`config.mk`:
```
export PLATFORM = sky130hd
export DESIGN_NAME = two_signal_aspect_controller_flat
export DESIGN_NICKNAME = d
export VERILOG_FILES = /design/src/hdl/tsac_pkg.sv /design/src/hdl/tsac_ifs.sv /design/src/hdl/two_signal_aspect_controller.sv /design/src/flat_wrapper.sv
export SDC_FILE = /design/constraint.sdc
export NUM_CORES = 1
export LEC_CHECK = 0
export BUFFER_PORTS_ARGS = -buffer_cell sky130_fd_sc_hd__buf_4
export CAP_MARGIN = 20
export CORE_MARGIN = 2
export CORE_UTILIZATION = 65
export DETAILED_ROUTE_END_ITERATION = 12
export PLACE_DENSITY = 0.86
export RECOVER_POWER = 100
export REMOVE_ABC_BUFFERS = 1
export SLEW_MARGIN = 20
export SYNTH_ARGS = -nofsm -noshare
export SYNTH_HDL_FRONTEND = slang
export SYNTH_SLANG_ARGS = --single-unit
```
`constraint.sdc`:
```
create_clock -name clk -period 7.7 [get_ports clk]
set_clock_uncertainty 0.15 [all_clocks]
set_input_delay 0.385 -clock clk [delete_from_list [all_inputs] [get_ports clk]]
set_output_delay 0.385 -clock clk [all_outputs]
set_load 0.005 [all_outputs]
```
`src/hdl/tsac_pkg.sv`:
```
`timescale 1ns / 1ps

package tsac_pkg;

  // Event codes carried in the func field.
  localparam logic [1:0] FUNC_CMD     = 2'd0;
  localparam logic [1:0] FUNC_TICK    = 2'd1;
  localparam logic [1:0] FUNC_REFRESH = 2'd2;

  // Configuration register indexes.
  localparam logic [2:0] REG_ADDR_A      = 3'd0;
  localparam logic [2:0] REG_ADDR_B      = 3'd1;
  localparam logic [2:0] REG_DAY_LEVEL   = 3'd2;
  localparam logic [2:0] REG_NIGHT_LEVEL = 3'd3;
  localparam logic [2:0] REG_FADE_DELAY  = 3'd4;

  // Signal status codes: bits 2..1 select the aspect, bit 0 marks it waiting.
  localparam logic [2:0] HP0_ON   = 3'd0;
  localparam logic [2:0] HP0_WAIT = 3'd1;
  localparam logic [2:0] HP1_ON   = 3'd2;
  localparam logic [2:0] HP1_WAIT = 3'd3;
  localparam logic [2:0] HP2_ON   = 3'd4;
  localparam logic [2:0] HP2_WAIT = 3'd5;

  localparam logic [1:0] ASPECT_HP0 = 2'd0;
  localparam logic [1:0] ASPECT_HP1 = 2'd1;
  localparam logic [1:0] ASPECT_HP2 = 2'd2;

  localparam logic [7:0]  COUNT_MAX   = 8'd255;
  localparam logic [15:0] NO_COMMAND  = 16'hFFFF;
  localparam logic [7:0]  DAY_RESET   = 8'd255;
  localparam logic [7:0]  NIGHT_RESET = 8'd64;

  typedef struct packed {
    logic [7:0] red;
    logic [7:0] green;
    logic [7:0] yellow;
  } lamp_set_t;

  // Writes a level to the lamps that belong to the aspect of a status code.
  function automatic lamp_set_t drive_aspect(lamp_set_t lamps, logic [2:0] status,
                                             logic [7:0] level);
    lamp_set_t result;
    result = lamps;
    case (status[2:1])
      ASPECT_HP0: result.red = level;
      ASPECT_HP1: result.green = level;
      ASPECT_HP2: begin
        result.green  = level;
        result.yellow = level;
      end
      default: ;
    endcase
    return result;
  endfunction

endpackage

```
`src/hdl/tsac_ifs.sv`:
```
`timescale 1ns / 1ps

interface tsac_in_if;
  logic        valid;
  logic        ready;
  logic [1:0]  func;
  logic [15:0] cmd_addr;

  modport source (output valid, output func, output cmd_addr, input ready);
  modport sink (input valid, input func, input cmd_addr, output ready);
endinterface

interface tsac_out_if;
  logic       valid;
  logic       ready;
  logic [7:0] lamp_red_one;
  logic [7:0] lamp_green_one;
  logic [7:0] lamp_yellow_one;
  logic [7:0] lamp_red_two;
  logic [7:0] lamp_green_two;
  logic [7:0] lamp_yellow_two;
  logic       cmd_hit;
  logic [2:0] aspect_one;
  logic [2:0] aspect_two;

  modport source (output valid, output lamp_red_one, output lamp_green_one,
                  output lamp_yellow_one, output lamp_red_two, output lamp_green_two,
                  output lamp_yellow_two, output cmd_hit, output aspect_one,
                  output aspect_two, input ready);
  modport sink (input valid, input lamp_red_one, input lamp_green_one,
                input lamp_yellow_one, input lamp_red_two, input lamp_green_two,
                input lamp_yellow_two, input cmd_hit, input aspect_one,
                input aspect_two, output ready);
endinterface

```
`src/hdl/two_signal_aspect_controller.sv`:
```
`timescale 1ns / 1ps

// Controller for two three-aspect signals (red, green, yellow lamp each).
// The in channel carries one event per item: a command address, a one-second
// tick or a refresh tick. The out channel returns exactly one item per input
// item: the six lamp target levels, the command hit flag and both statuses.
// Configuration (address tables, day and night levels, fade delay) is written
// through cfg_we / cfg_index / cfg_data; the user must do so only while the
// block is idle, as the block does not enforce it. Throughput is one item per
// cycle while results are taken; the event update is a single pass of compare
// and select logic into the state and the output register, so an item's
// result is valid after the edge that takes it. The input stays ready while
// the output register is empty or is being taken, so a stalled receiver holds
// the in channel after one item. Reset puts both signals in HP0 waiting with
// a saturated seconds count, all lamps dark, day mode, and the configuration
// at its defaults; the first item therefore lights HP0 red on both signals.
module two_signal_aspect_controller (
  input  logic                clk,
  input  logic                rst,
  input  logic                cfg_we,
  input  logic [2:0]          cfg_index,
  input  logic [63:0]         cfg_data,
  tsac_in_if.sink             in_ch,
  tsac_out_if.source          out_ch
);
  import tsac_pkg::*;

  // Configuration registers.
  logic [63:0] addr_table_a;
  logic [63:0] addr_table_b;
  logic [7:0]  day_level;
  logic [7:0]  night_level;
  logic [6:0]  fade_delay;

  // Controller state.
  logic [2:0]  status [2];
  logic [7:0]  elapsed [2];
  lamp_set_t   lamp [2];
  logic        night_mode;
  logic [15:0] last_cmd;

  logic [2:0]  status_next [2];
  logic [7:0]  elapsed_next [2];
  lamp_set_t   lamp_next [2];
  logic        night_mode_next;
  logic [15:0] last_cmd_next;
  logic        hit_next;

  // Output register.
  logic        out_valid;
  lamp_set_t   out_lamp [2];
  logic        out_hit;
  logic [2:0]  out_status [2];

  logic        in_acc;
  logic [15:0] aspect_addr [2][3];
  logic [15:0] day_addr;
  logic [15:0] night_mode_addr;
  logic [7:0]  need;
  logic [7:0]  level_now;
  logic [7:0]  level_new;
  logic        found;
  logic        sel_sig;
  logic [1:0]  sel_asp;

  assign in_ch.ready = !out_valid || out_ch.ready;
  assign in_acc      = in_ch.valid && in_ch.ready;

  assign aspect_addr[0][0] = addr_table_a[15:0];
  assign aspect_addr[0][1] = addr_table_a[31:16];
  assign aspect_addr[0][2] = addr_table_a[47:32];
  assign aspect_addr[1][0] = addr_table_a[63:48];
  assign aspect_addr[1][1] = addr_table_b[15:0];
  assign aspect_addr[1][2] = addr_table_b[31:16];
  assign day_addr          = addr_table_b[47:32];
  assign night_mode_addr   = addr_table_b[63:48];

  assign need      = ({1'b0, fade_delay} + 8'd1) << 1;
  assign level_now = night_mode ? night_level : day_level;
  assign level_new = night_mode_next ? night_level : day_level;

  always_ff @(posedge clk) begin
    if (rst) begin
      addr_table_a <= '0;
      addr_table_b <= '0;
      day_level    <= DAY_RESET;
      night_level  <= NIGHT_RESET;
      fade_delay   <= '0;
    end else if (cfg_we) begin
      case (cfg_index)
        REG_ADDR_A:      addr_table_a <= cfg_data;
        REG_ADDR_B:      addr_table_b <= cfg_data;
        REG_DAY_LEVEL:   day_level    <= cfg_data[7:0];
        REG_NIGHT_LEVEL: night_level  <= cfg_data[7:0];
        REG_FADE_DELAY:  fade_delay   <= cfg_data[6:0];
        default: ;
      endcase
    end
  end

  // First matching aspect address, in table order.
  always_comb begin
    found   = 1'b0;
    sel_sig = 1'b0;
    sel_asp = ASPECT_HP0;
    for (int s = 0; s < 2; s++) begin
      for (int a = 0; a < 3; a++) begin
        if (!found && in_ch.cmd_addr == aspect_addr[s][a]) begin
          found   = 1'b1;
          sel_sig = 1'(s);
          sel_asp = 2'(a);
        end
      end
    end
  end

  always_comb begin
    status_next     = status;
    elapsed_next    = elapsed;
    lamp_next       = lamp;
    night_mode_next = night_mode;
    last_cmd_next   = last_cmd;
    hit_next        = 1'b0;

    case (in_ch.func)
      FUNC_REFRESH: begin
        for (int s = 0; s < 2; s++) begin
          if (!status[s][0]) begin
            lamp_next[s] = drive_aspect(lamp[s], status[s], level_now);
          end
        end
      end
      FUNC_TICK: begin
        for (int s = 0; s < 2; s++) begin
          if (elapsed[s] != COUNT_MAX) begin
            elapsed_next[s] = elapsed[s] + 8'd1;
          end
        end
      end
      FUNC_CMD: begin
        if (in_ch.cmd_addr != last_cmd) begin
          last_cmd_next = in_ch.cmd_addr;
          if (in_ch.cmd_addr == day_addr) begin
            hit_next        = 1'b1;
            night_mode_next = 1'b0;
          end else if (in_ch.cmd_addr == night_mode_addr) begin
            hit_next        = 1'b1;
            night_mode_next = 1'b1;
          end else if (found) begin
            hit_next = 1'b1;
            // A request for the aspect already shown or pending changes nothing.
            if (status[sel_sig][2:1] != sel_asp) begin
              if (!status[sel_sig][0]) begin
                lamp_next[sel_sig] = drive_aspect(lamp[sel_sig], status[sel_sig], 8'd0);
              end
              status_next[sel_sig]  = {sel_asp, 1'b1};
              elapsed_next[sel_sig] = '0;
            end
          end
        end
      end
      default: ;
    endcase

    // A waiting aspect lights once its delay has run out.
    for (int s = 0; s < 2; s++) begin
      if (status_next[s][0] && elapsed_next[s] >= need) begin
        lamp_next[s]   = drive_aspect(lamp_next[s], status_next[s], level_new);
        status_next[s] = status_next[s] - 3'd1;
      end
    end
  end

  always_ff @(posedge clk) begin
    if (rst) begin
      for (int s = 0; s < 2; s++) begin
        status[s]  <= HP0_WAIT;
        elapsed[s] <= COUNT_MAX;
        lamp[s]    <= '0;
      end
      night_mode <= 1'b0;
      last_cmd   <= NO_COMMAND;
    end else if (in_acc) begin
      status     <= status_next;
      elapsed    <= elapsed_next;
      lamp       <= lamp_next;
      night_mode <= night_mode_next;
      last_cmd   <= last_cmd_next;
    end
  end

  always_ff @(posedge clk) begin
    if (rst) begin
      out_valid <= 1'b0;
    end else begin
      out_valid <= in_acc || (out_valid && !out_ch.ready);
    end
  end

  always_ff @(posedge clk) begin
    if (in_acc) begin
      out_lamp   <= lamp_next;
      out_hit    <= hit_next;
      out_status <= status_next;
    end
  end

  assign out_ch.valid           = out_valid;
  assign out_ch.lamp_red_one    = out_lamp[0].red;
  assign out_ch.lamp_green_one  = out_lamp[0].green;
  assign out_ch.lamp_yellow_one = out_lamp[0].yellow;
  assign out_ch.lamp_red_two    = out_lamp[1].red;
  assign out_ch.lamp_green_two  = out_lamp[1].green;
  assign out_ch.lamp_yellow_two = out_lamp[1].yellow;
  assign out_ch.cmd_hit         = out_hit;
  assign out_ch.aspect_one      = out_status[0];
  assign out_ch.aspect_two      = out_status[1];

`ifndef SYNTHESIS
  a_status_range: assert property (@(posedge clk) disable iff (rst)
    status[0] <= HP2_WAIT && status[1] <= HP2_WAIT)
    else $error("signal status out of range");

  a_result_follows: assert property (@(posedge clk) disable iff (rst)
    in_acc |=> out_valid)
    else $error("accepted item produced no result");

  a_repeat_no_hit: assert property (@(posedge clk) disable iff (rst)
    (in_acc && in_ch.func == FUNC_CMD && in_ch.cmd_addr == last_cmd) |=> !out_ch.cmd_hit)
    else $error("repeated command reported a hit");

  a_tick_monotonic: assert property (@(posedge clk) disable iff (rst)
    (in_acc && in_ch.func == FUNC_TICK) |=>
      (elapsed[0] >= $past(elapsed[0]) && elapsed[1] >= $past(elapsed[1])))
    else $error("seconds count dropped on a tick");
`endif

endmodule

```
`src/flat_wrapper.sv`:
```
// flat-port wrapper written by rule: the top's interface ports become plain ports
module two_signal_aspect_controller_flat import tsac_pkg::*;
  (clk, rst, cfg_we, cfg_index, cfg_data, in_ch_valid, in_ch_func, in_ch_cmd_addr, in_ch_ready, out_ch_valid, out_ch_lamp_red_one, out_ch_lamp_green_one, out_ch_lamp_yellow_one, out_ch_lamp_red_two, out_ch_lamp_green_two, out_ch_lamp_yellow_two, out_ch_cmd_hit, out_ch_aspect_one, out_ch_aspect_two, out_ch_ready);
  tsac_in_if in_ch_i ();
  tsac_out_if out_ch_i ();
  input  logic clk;
  input  logic rst;
  input  logic cfg_we;
  input  logic [2:0] cfg_index;
  input  logic [63:0] cfg_data;
  input wire logic [$bits(in_ch_i.valid)-1:0] in_ch_valid;
  input wire logic [$bits(in_ch_i.func)-1:0] in_ch_func;
  input wire logic [$bits(in_ch_i.cmd_addr)-1:0] in_ch_cmd_addr;
  output wire logic [$bits(in_ch_i.ready)-1:0] in_ch_ready;
  output wire logic [$bits(out_ch_i.valid)-1:0] out_ch_valid;
  output wire logic [$bits(out_ch_i.lamp_red_one)-1:0] out_ch_lamp_red_one;
  output wire logic [$bits(out_ch_i.lamp_green_one)-1:0] out_ch_lamp_green_one;
  output wire logic [$bits(out_ch_i.lamp_yellow_one)-1:0] out_ch_lamp_yellow_one;
  output wire logic [$bits(out_ch_i.lamp_red_two)-1:0] out_ch_lamp_red_two;
  output wire logic [$bits(out_ch_i.lamp_green_two)-1:0] out_ch_lamp_green_two;
  output wire logic [$bits(out_ch_i.lamp_yellow_two)-1:0] out_ch_lamp_yellow_two;
  output wire logic [$bits(out_ch_i.cmd_hit)-1:0] out_ch_cmd_hit;
  output wire logic [$bits(out_ch_i.aspect_one)-1:0] out_ch_aspect_one;
  output wire logic [$bits(out_ch_i.aspect_two)-1:0] out_ch_aspect_two;
  input wire logic [$bits(out_ch_i.ready)-1:0] out_ch_ready;
  assign in_ch_i.valid = in_ch_valid;
  assign in_ch_i.func = in_ch_func;
  assign in_ch_i.cmd_addr = in_ch_cmd_addr;
  assign in_ch_ready = in_ch_i.ready;
  assign out_ch_valid = out_ch_i.valid;
  assign out_ch_lamp_red_one = out_ch_i.lamp_red_one;
  assign out_ch_lamp_green_one = out_ch_i.lamp_green_one;
  assign out_ch_lamp_yellow_one = out_ch_i.lamp_yellow_one;
  assign out_ch_lamp_red_two = out_ch_i.lamp_red_two;
  assign out_ch_lamp_green_two = out_ch_i.lamp_green_two;
  assign out_ch_lamp_yellow_two = out_ch_i.lamp_yellow_two;
  assign out_ch_cmd_hit = out_ch_i.cmd_hit;
  assign out_ch_aspect_one = out_ch_i.aspect_one;
  assign out_ch_aspect_two = out_ch_i.aspect_two;
  assign out_ch_i.ready = out_ch_ready;
  two_signal_aspect_controller u_core (.clk(clk), .rst(rst), .cfg_we(cfg_we), .cfg_index(cfg_index), .cfg_data(cfg_data), .in_ch(in_ch_i), .out_ch(out_ch_i));
endmodule
```
==> summary.md, run 1 <==
| Metric | Value |
|---|---|
| Cell Area, Synth | 15400 um^2 |
| Met2 wire len | 21700 um |
| Die height | 158 um |
| Reg2reg end | u_core.lamp[8] |
| RePlAce Congestion | 0.942 |
| DR WL met3 | 4680 um |
| Mapped Cells | 1733 |
| Clock sink count | 294 |
| R2r worst-path depth | 17 |
| Final Cycle Share | 84.6% |
| Lkg Pwr | 6.82 nW |
| Hold Vio Cnt, Final | 0 |
| Setup Fix Bufs, Post-CTS | 0 |
| Fin nets | 1992 |
| Top FF cell, synth | dfxtp_1 |
| Worst endpoint required time | 8.02 ns |
| Max cap viols | 6 |
| 1st-iter DRT viols | 1524 |
| Total GRT Usage | 36.5% |
| Initial antenna violation count | 0 |
| Critical path class | flip-flop to flip-flop |
| Failing checks | max-capacitance violations, max-slew violations |
| Pin count of the biggest net entering global routing | 80 |
| Power Total | 3.98 mW |
| Startpoint types | flip-flop |
| Worst slew margin | -173% |
| Layout cells sized above 1 | 14.3% |
| DRC Markers | 0 |
| TritonCTS clock tree | done |
| Hold Path Origin | in_ch_func[1] |
| Core area | 23400 um^2 |
| Hold WS | 0.0438 ns |
| Via Count | 14200 |
| Synth cell types | 79 |
| CTS max path bufs | 3 |
| Endpoint type of the worst setup path | flip-flop |
| Peak supply drop | 0.000187 V |
| PwrDens | 221 nW/um^2 |
| CTS H-Tree Depth | 1 |
| FF-to-FF Start | u_core.addr_table_a[48] |
| Vias in the first global route | 13800 |
| Setup-failing EPs final | 0 |
| Worst EP arrival | 6.83 ns |
| Seq/Total Area, Yosys | 41.8% |
| F_max | 153 MHz |
| Avg Cell Area, Syn | 8.89 um^2 |
| Clk slew on worst S/H paths | 0.06 ns |
| Ys async rst share | 0% |
| Row count | 56 |
| Worst Hold Depth | 2 |
| Io pins | 147 |
| Area grow syn2layout | 17.0% |
| Slew @ Worst Pin | 4.09 ns |
| Placement Setup Slack | 1.67 ns |
| Post-route minimum period | 6.52 ns |
| DRT met1 WL | 17000 um |
| Grt ovf | 0 |
| N_diodes | 0 |
| First-pass GRT wire length | 72000 um |
| Fill cells | 1536 |
| Number of synthesized flops with an enable pin | 55 |
| Die Footprint | 24900 um^2 |
| IO Port Bufs | 146 |
| Unrepaired setup endpoints after global routing | no |
| #FFs+latches synth | 294 |
| CP Max Fanout | 17 |
| Pre-antenna DRT Iters | 6 |
| Hold-fix buffer count after cts | 66 |
| Hpwl dp | 28400 um |
| DRT antenna net count | 0 |
| Post-route setup slack | 1.18 ns |
| Initial Utilization | 65.8% |
| Number of CTS-inserted buffers | 30 |
| Reg2Reg Setup Slack | 1.18 ns |
| Final WL | 46500 um |
| Post-DR wirelength/cell | 21.0 um |
| Status | finished, violations left |
| Cells resized by post-CTS repair | 0 |
| Hold/Removal Path Class | input port to flip-flop |
| Die W | 158 um |
| Final Slew Violations | 373 |
| Hold EP | u_core.elapsed[7] |
| Worst-Skew Late Latency | 0.56 ns |
| Clk root buf | clkbuf_16 |
| Max layer used | met4 |
| Setup_tns | 0 ns |
| Via-to-Cell Ratio | 6.41 |
| Yosys warns | 0 |
## sequential cells by signal (all words and copies together) (netlist names)
register,flops
u_core.out_ch.aspect_one,3
u_core.day_level,8
u_core.addr_table_b,64
u_core.out_ch.aspect_two,3
u_core.last_cmd,16
u_core.out_ch.lamp_yellow_one,8
u_core.elapsed,16
u_core.status,6
u_core.out_ch.cmd_hit,1
u_core.out_ch.lamp_yellow_two,8
u_core.out_ch.lamp_red_two,8
u_core.addr_table_a,64
u_core.out_ch.lamp_red_one,8
u_core.out_ch.lamp_green_one,8
u_core.fade_delay,7
u_core.out_ch.valid,1
u_core.out_ch.lamp_green_two,8
u_core.lamp,48
u_core.night_level,8
u_core.night_mode,1
## metrics by stage
step / area [um^2] / util (%) / cells
global placement: 16400 / 70.0 / 2093
finish: 18000 / 77.0 / 2216
detailed placement: 16400 / 70.0 / 2093
CTS: 18200 / 77.7 / 2215
global route: 18000 / 77.0 / 2216
floorplan: 14800 / - / 1618
## metal layers
layer / track usage [%] / vias to the layer above
li1: - / 6321
met1: 44.8 / 6669
met2: 61.0 / 951
met3: 6.19 / 262
met4: 20.6 / 0
met5: 0 / -
## worst max-delay path, stage by stage, from the launching register on
cell and delay, ns:
dfxtp_1 0.33, xor2_1 0.16, nor4_1 0.63, nand4_1 0.39
a31oi_1 0.43, or3_1 0.25, nand2_1 0.11, a21boi_0 0.92
o21bai_1 0.26, ha_1 0.36, a21o_1 0.18, a21o_1 0.18
a21o_1 0.20, o21a_1 0.22, a2111oi_4 0.47, or3b_1 0.71
nand2_4 0.20, o211ai_1 0.27
## placed cells by master (no fill, tap or decap), types with 10 or more instances in the layout
cell type	Yosys	routed
mux2_2	16	16
nand3_1	17	18
edfxtp_1	55	55
a21oi_1	150	150
inv_1	19	19
and3_1	10	10
and2_1	15	12
and4_1	11	11
o21ai_0	36	36
buf_4	4	91
clkbuf_16	0	34
o211ai_1	26	47
dlygate4sd3_1	0	66
a21o_1	11	11
mux2i_1	54	52
xnor2_1	35	35
ha_1	29	29
nor2b_1	19	19
nand2_1	406	405
nor4_1	18	19
nor4_2	14	13
xor2_1	117	117
a211o_1	29	29
nor2_1	81	79
nor3_1	11	11
or3_1	25	26
o31ai_1	19	19
nand4_1	18	18
clkbuf_1	80	13
nand3b_1	15	15
dfxtp_1	239	239
clkbuf_4	0	54
## area by class of cell
class                      instances  area (um^2)  area share (%)
sequential                       294         6440            35.7
multi-input combinational       1304         8160            45.3
tap                              319          399            2.21
clock buffer                      42          951            5.28
inverter                          20         75.1           0.417
timing repair buffer             223         1790            9.96
clock inverter                    14          206            1.15
## synth_stat cells (all sizes together), types with 4 or more instances
master	n	area, um^2
edfxtp	55	1650
xor2	117	1020
or3	27	179
o211ai	50	495
o31ai	19	143
buf	35	317
a2111oi	4	72.6
clkbuf	80	300
a211o	29	254
nand2	409	1560
ha	29	363
o2111ai	4	35.0
nor4	34	330
mux2i	54	541
nand4	21	150
a21o	11	82.6
or2	5	31.3
and3	11	73.8
nand3b	15	113
nor3	12	65.1
nand2b	6	37.5
a31o	8	70.1
a21oi	151	759
nor2b	19	119
and4	11	96.3
o21a	9	67.6
mux2	16	180
o21ai	38	194
xnor2	35	307
and2	15	93.8
inv	19	71.3
nor2	81	304
a211oi	4	30.0
nand3	18	95.1
dfxtp	239	4780
## kinds of logic (layout without fill, tap and decap cells)
group / after synthesis / in the layout / synth area share (%)
simple gates: 695 / 695 / 21.9
compound gates: 358 / 358 / 16.1
flops: 294 / 294 / 41.8
xor+xnor: 152 / 152 / 8.64
buf+inv: 135 / 299 / 4.49
mux: 70 / 70 / 4.68
fa+ha+maj: 29 / 29 / 2.36
## worst max-delay path by stage
| stage | depth (start not counted) | to | from | slack, ns |
|---|---|---|---|---|
| floorplan | 6 | u_core.lamp[0] | out_ch_ready | 2.57 |
| detailed placement | 18 | u_core.lamp[20] | in_ch_cmd_addr[0] | 1.67 |
| global route | 17 | u_core.lamp[8] | u_core.addr_table_a[48] | 0.76 |
| CTS | 17 | u_core.lamp[8] | u_core.addr_table_a[51] | 1.94 |
| finish | 17 | u_core.lamp[8] | u_core.addr_table_a[48] | 1.18 |
| global placement | 18 | u_core.lamp[1] | in_ch_cmd_addr[8] | 1.82 |
## where the power goes
| group | switching [mW] | internal [mW] | leakage [nW] |
|---|---|---|---|
| logic | 0.335 | 0.255 | 3.75 |
| clock network | 0.642 | 1.03 | 0.577 |
| registers | 0.0509 | 1.67 | 2.49 |
(Power assumes the default switching activity.)
==> run 2, diff against run 1 <==
Settings changed: ABC_AREA set to 1, CORE_UTILIZATION 65 to 61, PLACE_DENSITY 0.86 to 0.81.
Clock period 7.7 ns to 6.45 ns, I/O delays scaled along.
==> summary.md, run 2 <==
| Metric | Value |
|---|---|
| Status | finished, violations left |
| Failing checks | max-capacitance violations, max-slew violations |
| Setup Fix Bufs, Post-CTS | 0 |
| Via Count | 17200 |
| 1st-iter DRT viols | 1991 |
| Critical Path Start | in_ch_cmd_addr[2] |
| Avg Cell Area, Syn | 6.65 um^2 |
| CP Max Fanout | 28 |
| CTS max path bufs | 3 |
| Yosys top cell area share | 28.2% |
| Clk root buf | clkbuf_16 |
| Setup_tns | 0 ns |
| Synth area leaders | dfxtp_1 28%, nand2_1 16%, edfxtp_1 9.7%, inv_1 7.3%, nor2_1 5.9% |
| Hold/Removal Path Class | input port to flip-flop |
| Number of CTS-inserted buffers | 31 |
| Final Cycle Share | 82.7% |
| Grt ovf | 0 |
| Clock sink count | 294 |
| Total GRT Usage | 33.3% |
| Initial Utilization | 61.6% |
| Pre-antenna DRT Iters | 8 |
| Initial antenna violation count | 0 |
| Top flop regs | u_core.addr_table_a x64, u_core.addr_table_b x64, u_core.lamp x48 |
| Yosys top cell by area | dfxtp_1 |
| Most used cell, CP | nand2_1 |
| Post-route setup slack | 1.12 ns |
| IO Port Bufs | 146 |
| CTS H-Tree Depth | 1 |
| Via-to-Cell Ratio | 5.56 |
| Final WL | 49700 um |
| Ys async rst share | 0% |
| DRC Markers | 0 |
| Worst endpoint required time | 6.77 ns |
| Io pins | 147 |
| Slew @ Worst Pin | 4.94 ns |
| Core area | 27600 um^2 |
| Post-DR wirelength/cell | 16.0 um |
| Endpoint type of the worst setup path | flip-flop |
| Setup crit end | u_core.lamp[44] |
| Placed Cells | 2971 |
| Startpoint types | input port |
| Yosys warns | 0 |
| Hold WS | 0.0155 ns |
| Worst slew margin | -229% |
| Commonest cells after routing, fill and taps aside | 768 x nand2_1, 327 x inv_1, 267 x nor2_1 |
| Lkg Pwr | 9.61 nW |
| Vias in the first global route | 16200 |
| Fin nets | 2815 |
| CP top delay family | simple AND/OR/NAND/NOR gates |
| Critical path buffers and inverters | 5 |
| Final Slew Violations | 489 |
| Setup-failing EPs final | 0 |
| Mapped Cells | 2552 |
| DRT antenna net count | 0 |
| Most common cell after layout, fill and taps aside | nand2_1 |
| Reg2reg end | u_core.status[0] |
| Number of synthesized flops with an enable pin | 55 |
| TritonCTS clock tree | done |
| Layout cells sized above 1 | 9.23% |
| Worst stage delay on the critical path | 0.55 ns |
| Placement Setup Slack | 1.81 ns |
| Top FF cell, synth | dfxtp_1 |
| Cell Area, Synth | 17000 um^2 |
| Critical path class | input port to flip-flop |
| DP Area | 18000 um^2 |
| Die W | 171 um |
| Seq/Total Area, Yosys | 38.0% |
| Area grow syn2layout | 15.3% |
| RePlAce Congestion | 0.938 |
| Final Core Density | 71.0% |
| Die height | 171 um |
| Cells resized by post-CTS repair | 0 |
| Crit. path cell count | 28 |
| First-pass GRT wire length | 78300 um |
| Worst EP arrival | 5.65 ns |
| Layout Cells excl Fill | 3096 |
| Fill cells | 2298 |
| Reg2Reg Setup Slack | 1.30 ns |
| Hold Vio Cnt, Final | 0 |
| R2r worst-path depth | 6 |
| #FFs+latches synth | 294 |
| Unrepaired setup endpoints after global routing | no |
| Max cap viols | 7 |
| Pin count of the biggest net entering global routing | 138 |
| Commonest cells post-synth | 739 x nand2_1, 328 x inv_1, 267 x nor2_1 |
| Final instance area | 19600 um^2 |
| Row count | 61 |
| FF-to-FF Start | u_core.out_ch.valid |
| Worst path slowest cell | dlygate4sd3_1 |
| Peak supply drop | 0.000201 V |
| Most common cell in the synthesized netlist | nand2_1 |
| N_diodes | 0 |
| Synth cell types | 42 |
| Die Footprint | 29200 um^2 |
| Clk slew on worst S/H paths | 0.06 ns |
| F_max | 188 MHz |
| Power Total | 4.88 mW |
| Hpwl dp | 31600 um |
| PwrDens | 250 nW/um^2 |
| Post-route minimum period | 5.33 ns |
| Worst-Skew Late Latency | 0.57 ns |
[run 2: cell types whose count changed after synthesis, sizes merged, moves of 47 or more]
cell and change:
inv +326, mux2i -54, nand2 +378, nand3 +138
nor2 +190, o21ai +144, o22ai +47, xor2 -81
[run 2: cell families (layout without fill, tap and decap cells)]
| kind of cell | after synthesis | after routing | share of synthesized area, % |
|---|---|---|---|
| adder cells (fa/ha/maj) | 29 | 29 | 2.14 |
| AO/OA/AOI/OAI | 437 | 437 | 13.7 |
| AND/OR/NAND/NOR | 1264 | 1264 | 31.5 |
| XOR/XNOR | 67 | 67 | 3.46 |
| flip-flops | 294 | 294 | 38.0 |
| buffers and inverters | 461 | 627 | 11.3 |
[run 2: worst reg2reg max path, delay by kind of cell, from the launching register on]
family	cells	cell delay [ns]
AND/OR/NAND/NOR	3	1.22
AO/OA/AOI/OAI	1	0.12
flip-flops	1	0.33
buffers and inverters	2	3.01
[run 2: area by class of cell]
class                      count  area, um^2  share of cell area (%)
multi-input combinational   1797        8530                    43.6
sequential                   294        6440                    32.9
timing repair buffer         225        1840                    9.39
inverter                     347        1320                    6.76
clock buffer                  49         925                    4.73
tap                          378         473                    2.42
clock inverter                 6        30.0                   0.154
[run 2: metal layers]
layer	track usage (%)	vias up	wire, um
li1	-	8384	-
met1	39.6	7865	19300
met2	58.8	807	24000
met3	5.02	157	4180
met4	15.8	0	2190
met5	0	-	0
[run 2: repair_timing]
| action | 4_1_cts | 5_1_grt |
|---|---|---|
| endpoints found under the setup margin | 0 | 0 |
| hold endpoints to repair | 155 | 0 |
| hold buffers | 70 | 0 |
[run 2: how the worst min path moves through the flow]
| stage | startpoint | endpoint | slack (ns) | depth (start not counted) |
|---|---|---|---|---|
| after CTS | in_ch_cmd_addr[14] | u_core.last_cmd[14] | 0.0002 | 3 |
| after detailed placement | u_core.addr_table_a[33] | u_core.addr_table_a[33] | 0.31 | 2 |
| after global routing | in_ch_cmd_addr[14] | u_core.last_cmd[14] | 0.006 | 3 |
| after global placement | u_core.addr_table_a[24] | u_core.addr_table_a[24] | 0.30 | 2 |
| final | in_ch_cmd_addr[4] | u_core.last_cmd[4] | 0.02 | 3 |
| after floorplan | rst | u_core.night_mode | 0.24 | 1 |
[run 2: where the power goes]
part	switching (mW)	leakage, nW	internal, mW
Combinational	0.662	6.63	0.400
Sequential	0.0650	2.50	2.03
Clock	0.745	0.474	0.973
